`src/hdl/ternary_tree_inference_macros.svh`:
```
// Assertion macros shared by the ternary tree inference RTL.
// No dependencies; included by files that carry concurrent checks.
`ifndef TERNARY_TREE_INFERENCE_MACROS_SVH
`define TERNARY_TREE_INFERENCE_MACROS_SVH

// Same-cycle implication, sampled on clock, off during reset.
`define TTI_ASSERT_NOW(label, ante, cons) \
   label: assert property (@(posedge clock) disable iff (reset) (ante) |-> (cons)) \
      else $error("tti assertion failed");

// Next-cycle implication, sampled on clock, off during reset.
`define TTI_ASSERT_NEXT(label, ante, cons) \
   label: assert property (@(posedge clock) disable iff (reset) (ante) |=> (cons)) \
      else $error("tti assertion failed");

`endif

```
`src/hdl/tti_pkg.sv`:
```
// Shared constants, command codes and types for ternary tree inference.
// No dependencies.
package tti_pkg;

   localparam int NODE_TABLE_DEPTH = 1024;
   localparam int FEATURE_COUNT    = 256;
   localparam int MAX_WALK         = 64;

   localparam int NODE_AW = (NODE_TABLE_DEPTH > 1) ? $clog2(NODE_TABLE_DEPTH) : 1;
   localparam int FEAT_AW = (FEATURE_COUNT > 1) ? $clog2(FEATURE_COUNT) : 1;
   localparam int STEP_W  = $clog2(MAX_WALK + 1);

   localparam int IDX_W  = 10;
   localparam int FIDX_W = 8;
   localparam int VAL_W  = 32;
   localparam int CMD_W  = 2;

   localparam logic [CMD_W-1:0] CMD_WRITE_NODE = 2'd0;
   localparam logic [CMD_W-1:0] CMD_WRITE_FEAT = 2'd1;
   localparam logic [CMD_W-1:0] CMD_EVALUATE   = 2'd2;

   typedef struct packed {
      logic [FIDX_W-1:0]       split_feature;
      logic signed [VAL_W-1:0] low_threshold;
      logic signed [VAL_W-1:0] high_threshold;
      logic [IDX_W-1:0]        left_child;
      logic [IDX_W-1:0]        middle_child;
      logic [IDX_W-1:0]        right_child;
      logic signed [VAL_W-1:0] leaf_mean;
   } node_entry_type;

   // operands for the shared threshold compare
   typedef struct packed {
      logic signed [VAL_W-1:0] value;
      logic signed [VAL_W-1:0] low_threshold;
      logic signed [VAL_W-1:0] high_threshold;
      logic                    use_high;
   } cmp_req_type;

endpackage

```
`src/hdl/tti_cmp.sv`:
```
// Shared threshold comparator: value <= selected threshold, signed.
// Depends on tti_pkg.
module tti_cmp (
   input  tti_pkg::cmp_req_type cmp_req,
   output logic                 at_or_below
);
   import tti_pkg::*;

   logic signed [VAL_W-1:0] threshold;

   assign threshold   = cmp_req.use_high ? cmp_req.high_threshold : cmp_req.low_threshold;
   assign at_or_below = (cmp_req.value <= threshold);

endmodule

```
`config.mk`:
```
export PLATFORM = sky130hd
export DESIGN_NAME = tti_cmp
export DESIGN_NICKNAME = d
export VERILOG_FILES = /design/src/hdl/ternary_tree_inference_macros.svh /design/src/hdl/tti_pkg.sv /design/src/hdl/tti_cmp.sv
export SDC_FILE = /design/constraint.sdc
export NUM_CORES = 1
export LEC_CHECK = 0
export ABC_AREA = 1
export BUFFER_PORTS_ARGS = -buffer_cell sky130_fd_sc_hd__buf_4
export CORE_ASPECT_RATIO = 1.25
export CORE_MARGIN = 1.5
export CORE_UTILIZATION = 44
export DETAILED_ROUTE_END_ITERATION = 16
export PLACE_DENSITY = 0.89
export SKIP_LAST_GASP = 1
export SYNTH_ARGS = -nofsm -noshare
export SYNTH_HDL_FRONTEND = slang
export SYNTH_SLANG_ARGS = --single-unit
```
`constraint.sdc`:
```
create_clock -name vclk -period 4.5
set_input_delay 0.675 -clock vclk [all_inputs]
set_output_delay 0.675 -clock vclk [all_outputs]
set_load 0.02 [all_outputs]
```
; ---- Word level (Yosys, flattened, before mapping)
; Cells that the tools add are included.
[totals]
regBits = 0
input_bits = 97
word_cells = 2
[classes]
order_cmp = 1
muxes = 1
[ops]
columns = op, n
row1 = 32-bit <= comparator, 1
row2 = 32-bit two-way mux, 1

; ---- Logic depth before layout (Yosys ltp)
; Gate-level depths: netlist (run 1).
[logic_depth]
ltp_word = 2
ltp_mapped = 16

; ---- Worst setup path after synthesis (run 1)
; OpenSTA, ideal clock, no wires.
[synth_path]
path_kind = input to output
start = input cmp_req[0] (netlist bit)
end = output at_or_below
t_arrival_ns = 2.186
setup_slack_ns = 1.639
cell_stages = 13
path_cell_list = buf_2 > buf_2 > mux2i_1 > ha_1 > a21o_1 > nor2_1 > nand2_1 > nand2_1 > nand2_1 > nand2_1 > nand2_1 > nand2_1 > nand3_2
[synth_via]
elab_chain_cells = 2
[synth_lines]
columns = element, line
row1 = start: declaration, tti_cmp.sv:4  ; input tti_pkg::cmp_req_type cmp_req,
row2 = 32-bit two-way mux, tti_cmp.sv:11  ; assign threshold = cmp_req.use_high ? cmp_req.high_threshold : cmp_req.low_threshold;
row3 = 32-bit <= comparator, tti_cmp.sv:12  ; assign at_or_below = (cmp_req.value <= threshold);
row4 = end: declaration, tti_cmp.sv:5  ; output logic at_or_below
; No other way between the ends.

; ---- Final worst setup path (run 1)
; Ends and elaborated chain as after synthesis.

==> qor.txt, run 1 <==
STATUS
----------------------------------------------------------------------------------
Outcome                                                               complete, no violations

POWER AND IR DROP
----------------------------------------------------------------------------------
Clock share of power                                                             0
Sum of internal, switching and leakage power                                177 µW
Leakage power                                                              1.13 nW
Reported net switching power                                               72.1 µW
Gate power share                                                             1.000
Power density over the cells                                           94.0 mW/mm²
VDD IR max                                                               0.0565 mV
Switching fraction of total power                                            0.408
Part of the power in registers                                                   0
Internal power contribution                                                 105 µW

GLOBAL ROUTING
----------------------------------------------------------------------------------
Antenna violations before repair                                                 0
Number of global-route vias before repair                                     1295
Total GRT Usage                                                              0.206
Global-route congestion overflow total                                           0
Pin count of the biggest net entering global routing                            33
Wire length of the first global-routing pass                               4640 µm

FINAL LAYOUT
----------------------------------------------------------------------------------
Clock buffer count                                                               0
Count of sequential standard cells                                               0
Sequential cell area                                                         0 µm²
Fillers                                                                        207
Final #Nets                                                                    377
Most frequent cells in the layout                                     98 x sky130_fd_sc_hd__buf_4, 36 x sky130_fd_sc_hd__nand2_1, 32 x sky130_fd_sc_hd__ha_1, 31 x sky130_fd_sc_hd__mux2i_1
Fraction of layout instances using a drive strength above 1                  0.431
Post-route core utilization                                                  0.774
Leading cell type in the layout, fill and taps excluded               sky130_fd_sc_hd__buf_4
Number of antenna diodes                                                         0
Final non-filler cell area                                             0.00188 mm²
Signed area change from the synthesized netlist to the final layout          67.4%
Count of non-filler cells in the finished layout                               279

STA
----------------------------------------------------------------------------------
Relative max-transition margin                                               0.654
Number of endpoints with negative hold slack in the final report                 0
Final setup viols                                                                0
Final worst slack                                                          1.34 ns
Unrepaired setup endpoints after global routing                                 no
Shortest period the worst path allows                                      3.16 ns
Slew at the pin closest to its max-slew limit                             0.519 ns
Max-slew violation total from the final report                                   0
Fraction of the cycle the final worst path needs                             0.703
Max Fclk                                                                   316 MHz
Final sum of negative setup slack                                             0 ns
Worst hold margin                                                          1.93 ns

FLOORPLAN
----------------------------------------------------------------------------------
Die footprint                                                          0.00286 mm²
Vertical die dimension                                                     59.5 µm
Initial cell density of the core                                             0.462
Number of core rows                                                             20
Top-level port count                                                            98
Die outline width                                                          48.2 µm
Core area                                                              0.00243 mm²

PLACE
----------------------------------------------------------------------------------
HPWL after DPL                                                             2680 µm
Number of buffer cells added on primary ports                                   98
Worst setup slack before clock tree synthesis                              1.31 ns
Cell area after placement                                              0.00188 mm²
Final estimated routing congestion in global placement                       0.744
Post-placement cell count                                                      279

SYNTH
----------------------------------------------------------------------------------
Post-Synthesis Net Count                                                       281
Synth top area share                                                         0.357
Summed instance area of the synthesized netlist                        0.00112 mm²
Count of synthesis-stage warnings from yosys                                     0
Sequential area share after synthesis                                            0
Synth Instances                                                                152
Biggest area consumer among synthesized cells                         sky130_fd_sc_hd__ha_1
Count of different cell masters after synthesis                                 19
Avg Cell Area, Syn                                                        7.38 µm²
Area contributors post-synth                                          sky130_fd_sc_hd__ha_1 36%, sky130_fd_sc_hd__mux2i_1 28%, sky130_fd_sc_hd__nand2_1 12%, sky130_fd_sc_hd__a21oi_1 5.4%, sky130_fd_sc_hd__inv_1 4.0%

SETUP PATH
----------------------------------------------------------------------------------
Type of element capturing the critical path                           primary output
Required time at the endpoint of the critical path                         3.83 ns
Crit start category                                                     input port
Critical path arrival                                                      2.49 ns
Crit path kind                                                              in2out
Maximum fanout count along the critical path                                    32

WORST HOLD PATH
----------------------------------------------------------------------------------
Min-Delay Endpoint                                                     at_or_below
Min-Delay Path Class                                                        in2out
Worst hold path depth                                                            5
Hold Startpoint                                                        cmp_req[96]

ROUTING
----------------------------------------------------------------------------------
Sum of routed wire length over all layers                                  2910 µm
Pre-Repair DR Iteration Count                                                    4
Routed wire length per instance                                            10.4 µm
Number of vias per cell                                                       4.82
Drt first-iter violations                                                        6
Number of nets with antenna violations after detailed routing                    0
Post-route DRC violation count                                                   0
Via total after detailed routing                                              1346

CLOCK TREE
----------------------------------------------------------------------------------
Post-CTS Setup Bufs                                                              0
Post-CTS sizing                                                                  0
CTS hold repair buffers                                                          0

RUN
----------------------------------------------------------------------------------
Max-cap violations                                                               0

-- final cells by class --
| type | count | area (µm²) | area share |
|---|---|---|---|
| inverters | 12 | 45.0 | 0.0240 |
| well taps | 33 | 41.3 | 0.0220 |
| multi-input cells | 136 | 1060 | 0.563 |
| repair buffers | 98 | 736 | 0.391 |
-- worst max-delay path by stage --
stage / slack [ns] / end / startpoint / depth (start not counted)
final: 1.34 / at_or_below / cmp_req[0] / 16
after CTS: 1.31 / at_or_below / cmp_req[0] / 12
after global placement: 1.33 / at_or_below / cmp_req[0] / 14
after global routing: 1.14 / at_or_below / cmp_req[0] / 14
after detailed placement: 1.31 / at_or_below / cmp_req[0] / 12
after floorplan: 1.64 / at_or_below / cmp_req[0] / 13
-- kinds of logic after synthesis --
group / after synthesis / synth area share
AOI/OAI and AO/OA: 18 / 0.0903
adders and majority gates: 32 / 0.357
buffers and inverters: 16 / 0.0580
muxes: 32 / 0.287
and+or+nand+nor: 54 / 0.208
-- critical path, cell delays in order --
cell and delay (ns):
sky130_fd_sc_hd__buf_4 0.42, sky130_fd_sc_hd__mux2_2 0.40, sky130_fd_sc_hd__ha_1 0.18, sky130_fd_sc_hd__inv_1 0.05, sky130_fd_sc_hd__nand2_1 0.04, sky130_fd_sc_hd__nand2_1 0.05, sky130_fd_sc_hd__nand2_1 0.04, sky130_fd_sc_hd__nand2_1 0.05
sky130_fd_sc_hd__nand2_1 0.04, sky130_fd_sc_hd__nand2_1 0.05, sky130_fd_sc_hd__nand2_1 0.05, sky130_fd_sc_hd__nand2_1 0.06, sky130_fd_sc_hd__nand2_1 0.06, sky130_fd_sc_hd__nand3_1 0.09, sky130_fd_sc_hd__nand3_2 0.07, sky130_fd_sc_hd__buf_4 0.16
-- cells in the mapped netlist --
library cell / number
sky130_fd_sc_hd__nor2_1: 8
sky130_fd_sc_hd__nand3_1: 3
sky130_fd_sc_hd__mux2_2: 1
sky130_fd_sc_hd__buf_2: 4
sky130_fd_sc_hd__nand3_2: 1
sky130_fd_sc_hd__mux2i_1: 31
sky130_fd_sc_hd__nand2_2: 2
sky130_fd_sc_hd__a21o_1: 1
sky130_fd_sc_hd__o21ai_1: 1
sky130_fd_sc_hd__o21ai_0: 1
sky130_fd_sc_hd__nand4_2: 1
sky130_fd_sc_hd__inv_1: 12
sky130_fd_sc_hd__nand4_1: 1
sky130_fd_sc_hd__ha_1: 32
sky130_fd_sc_hd__nor2_2: 2
sky130_fd_sc_hd__o21a_1: 2
sky130_fd_sc_hd__nand2_1: 36
sky130_fd_sc_hd__a21oi_2: 1
sky130_fd_sc_hd__a21oi_1: 12
-- power groups by stage --
stage / registers [mW] / clock network, mW / logic, mW
finish: 0 / 0 / 0.177
global route: 0 / 0 / 0.201
CTS: 0 / 0 / 0.180
detailed placement: 0 / 0 / 0.179
global placement: 0 / 0 / 0.174
floorplan: 0 / 0 / 0.0950
-- metal layers --
layer | share of wire | vias to the layer above | global-route usage
met3 | 0.065 | 2 | 0.0122
met5 | 0 | - | 0
li1 | - | 719 | -
met4 | 0.0065 | 0 | 0.0154
met2 | 0.56 | 52 | 0.423
met1 | 0.37 | 573 | 0.218
Power figures use the tool's default switching activity.
==> run 2: changes to the inputs <==
CORE_UTILIZATION = 40   (was 44)
PLACE_DENSITY = 0.82   (was 0.89)
clock period = 3 ns   (was 4.5 ns; I/O delays follow)
==> run 2 against run 1 <==
Against the previous run:
- via count rose by 0.30%
- combinational power rose by 51%
- sequential cell count did not move
- non-clock buffer count rose by 1
- count of clock-buffer cells in the layout did not move
==> qor.txt, run 2 (synthesis gave the netlist of run 1 again) <==
PLACE
----------------------------------------------------------------------------------
HPWL after DPL                                                             2680 µm
Cell area after placement                                              0.00190 mm²
Number of buffer cells added on primary ports                                   98
Worst setup slack before clock tree synthesis                             0.415 ns
Post-placement cell count                                                      281
Final estimated routing congestion in global placement                       0.706

GLOBAL ROUTING
----------------------------------------------------------------------------------
Pin count of the biggest net entering global routing                            33
Global-route congestion overflow total                                           0
Met1 track demand over resource                                              0.183
Grt met2 use                                                                 0.382
Most used routing layer in global routing                                     met2
Number of global-route vias before repair                                     1282
Wire length of the first global-routing pass                               4840 µm
Total GRT Usage                                                              0.183
Met3 routing resource usage after global routing                            0.0313
Antenna violations before repair                                                 0

ROUTING
----------------------------------------------------------------------------------
Post-route DRC violation count                                                   0
Number of nets with antenna violations after detailed routing                    0
Pre-Repair DR Iteration Count                                                    4
Number of vias per cell                                                       4.80
Via total after detailed routing                                              1350
Routed wire length per instance                                            10.5 µm
Sum of routed wire length over all layers                                  2960 µm
Drt first-iter violations                                                       10

STA
----------------------------------------------------------------------------------
Final sum of negative setup slack                                             0 ns
Max Fclk                                                                   389 MHz
Relative max-transition margin                                               0.854
Unrepaired setup endpoints after global routing                                 no
Worst hold margin                                                          1.48 ns
Slew at the pin closest to its max-slew limit                             0.218 ns
Final worst slack                                                         0.428 ns
Shortest period the worst path allows                                      2.57 ns
Fraction of the cycle the final worst path needs                             0.857
Final setup viols                                                                0
Max-slew violation total from the final report                                   0
Number of endpoints with negative hold slack in the final report                 0

FINAL LAYOUT
----------------------------------------------------------------------------------
Final #Nets                                                                    378
Fraction of layout instances using a drive strength above 1                  0.433
Leading cell type in the layout, fill and taps excluded               sky130_fd_sc_hd__buf_4
Sequential cell area                                                         0 µm²
Count of non-filler cells in the finished layout                               281
Signed area change from the synthesized netlist to the final layout          69.3%
Final non-filler cell area                                             0.00190 mm²
Fillers                                                                        255
Number of antenna diodes                                                         0
Clock buffer count                                                               0
Count of sequential standard cells                                               0
Most frequent cells in the layout                                     98 x sky130_fd_sc_hd__buf_4, 36 x sky130_fd_sc_hd__nand2_1, 32 x sky130_fd_sc_hd__ha_1, 31 x sky130_fd_sc_hd__mux2i_1

STATUS
----------------------------------------------------------------------------------
Outcome                                                               complete, no violations

FLOORPLAN
----------------------------------------------------------------------------------
Initial cell density of the core                                             0.419
Vertical die dimension                                                     62.2 µm
Top-level port count                                                            98
Die footprint                                                          0.00313 mm²
Core area                                                              0.00268 mm²
Die outline width                                                          50.4 µm
Number of core rows                                                             21

SETUP PATH
----------------------------------------------------------------------------------
Cell with the largest stage delay on the worst path                   sky130_fd_sc_hd__ha_1
Maximum fanout count along the critical path                                    32
Critical path arrival                                                      2.12 ns
Required time at the endpoint of the critical path                         2.55 ns
Series of cell instances along the critical path                      buf_4, buf_12, mux2i_1, ha_1, a21oi_1, nor2_1, nor2_1, nand2_1, nand2_1, nand2_1, nand2_1, nand2_1, nand2_1, nand3_2, buf_4
Crit-path max cell delay                                                   0.26 ns
Crit path kind                                                              in2out
Crit start category                                                     input port
Most repeated library cell on the critical path                       sky130_fd_sc_hd__nand2_1
Type of element capturing the critical path                           primary output

RUN
----------------------------------------------------------------------------------
Max-cap violations                                                               0

CLOCK TREE
----------------------------------------------------------------------------------
CTS hold repair buffers                                                          0
Post-CTS sizing                                                                  0
Post-CTS Setup Bufs                                                              0

POWER AND IR DROP
----------------------------------------------------------------------------------
VDD IR max                                                               0.0850 mV
Leakage power                                                              1.14 nW
Power density over the cells                                            141 mW/mm²

WORST HOLD PATH
----------------------------------------------------------------------------------
Min-Delay Path Class                                                        in2out

## run 2: cell types whose count changed in the layout (fill, tap and decap cells not counted)
cell | previous run | this run
sky130_fd_sc_hd__buf_12 | 0 | 1
## run 2: through the flow
stage | utilization | total power, mW
after CTS | 0.709 | 0.273
after detailed placement | 0.709 | 0.272
after floorplan | - | 0.142
after global placement | 0.709 | 0.265
final | 0.709 | 0.268
after global routing | 0.709 | 0.305
## run 2: worst paths after layout
path	startpoint	end	slack, ns	cells after the start
setup / recovery	cmp_req[0]	at_or_below	0.43	15
hold / removal	cmp_req[96]	at_or_below	1.48	5
## run 2: area by class of cell
type / instances / area [µm²] / area share
Timing Repair Buffer: 99 / 756 / 0.398
Multi-Input combinational cell: 136 / 1060 / 0.556
Tap cell: 34 / 42.5 / 0.0224
Inverter: 12 / 45.0 / 0.0237
## run 2: power breakdown
part | internal (mW) | total (mW) | switching (mW)
Sequential | 0 | 0 | 0
Combinational | 0.159 | 0.268 | 0.109
Clock | 0 | 0 | 0
## run 2: per-layer routing
metal	vias to the layer above	wire, µm
met3	2	230
met5	-	0
li1	722	-
met4	0	15
met2	48	1600
met1	578	1110
## run 2: worst max-delay path: cells and delay by family
| kind | cells | cell delay, ns |
|---|---|---|
| AND/OR/NAND/NOR | 9 | 0.53 |
| buffers and inverters | 3 | 0.49 |
| AO/OA/AOI/OAI | 1 | 0.17 |
| adder cells (fa/ha/maj) | 1 | 0.26 |
| multiplexers | 1 | 0.22 |
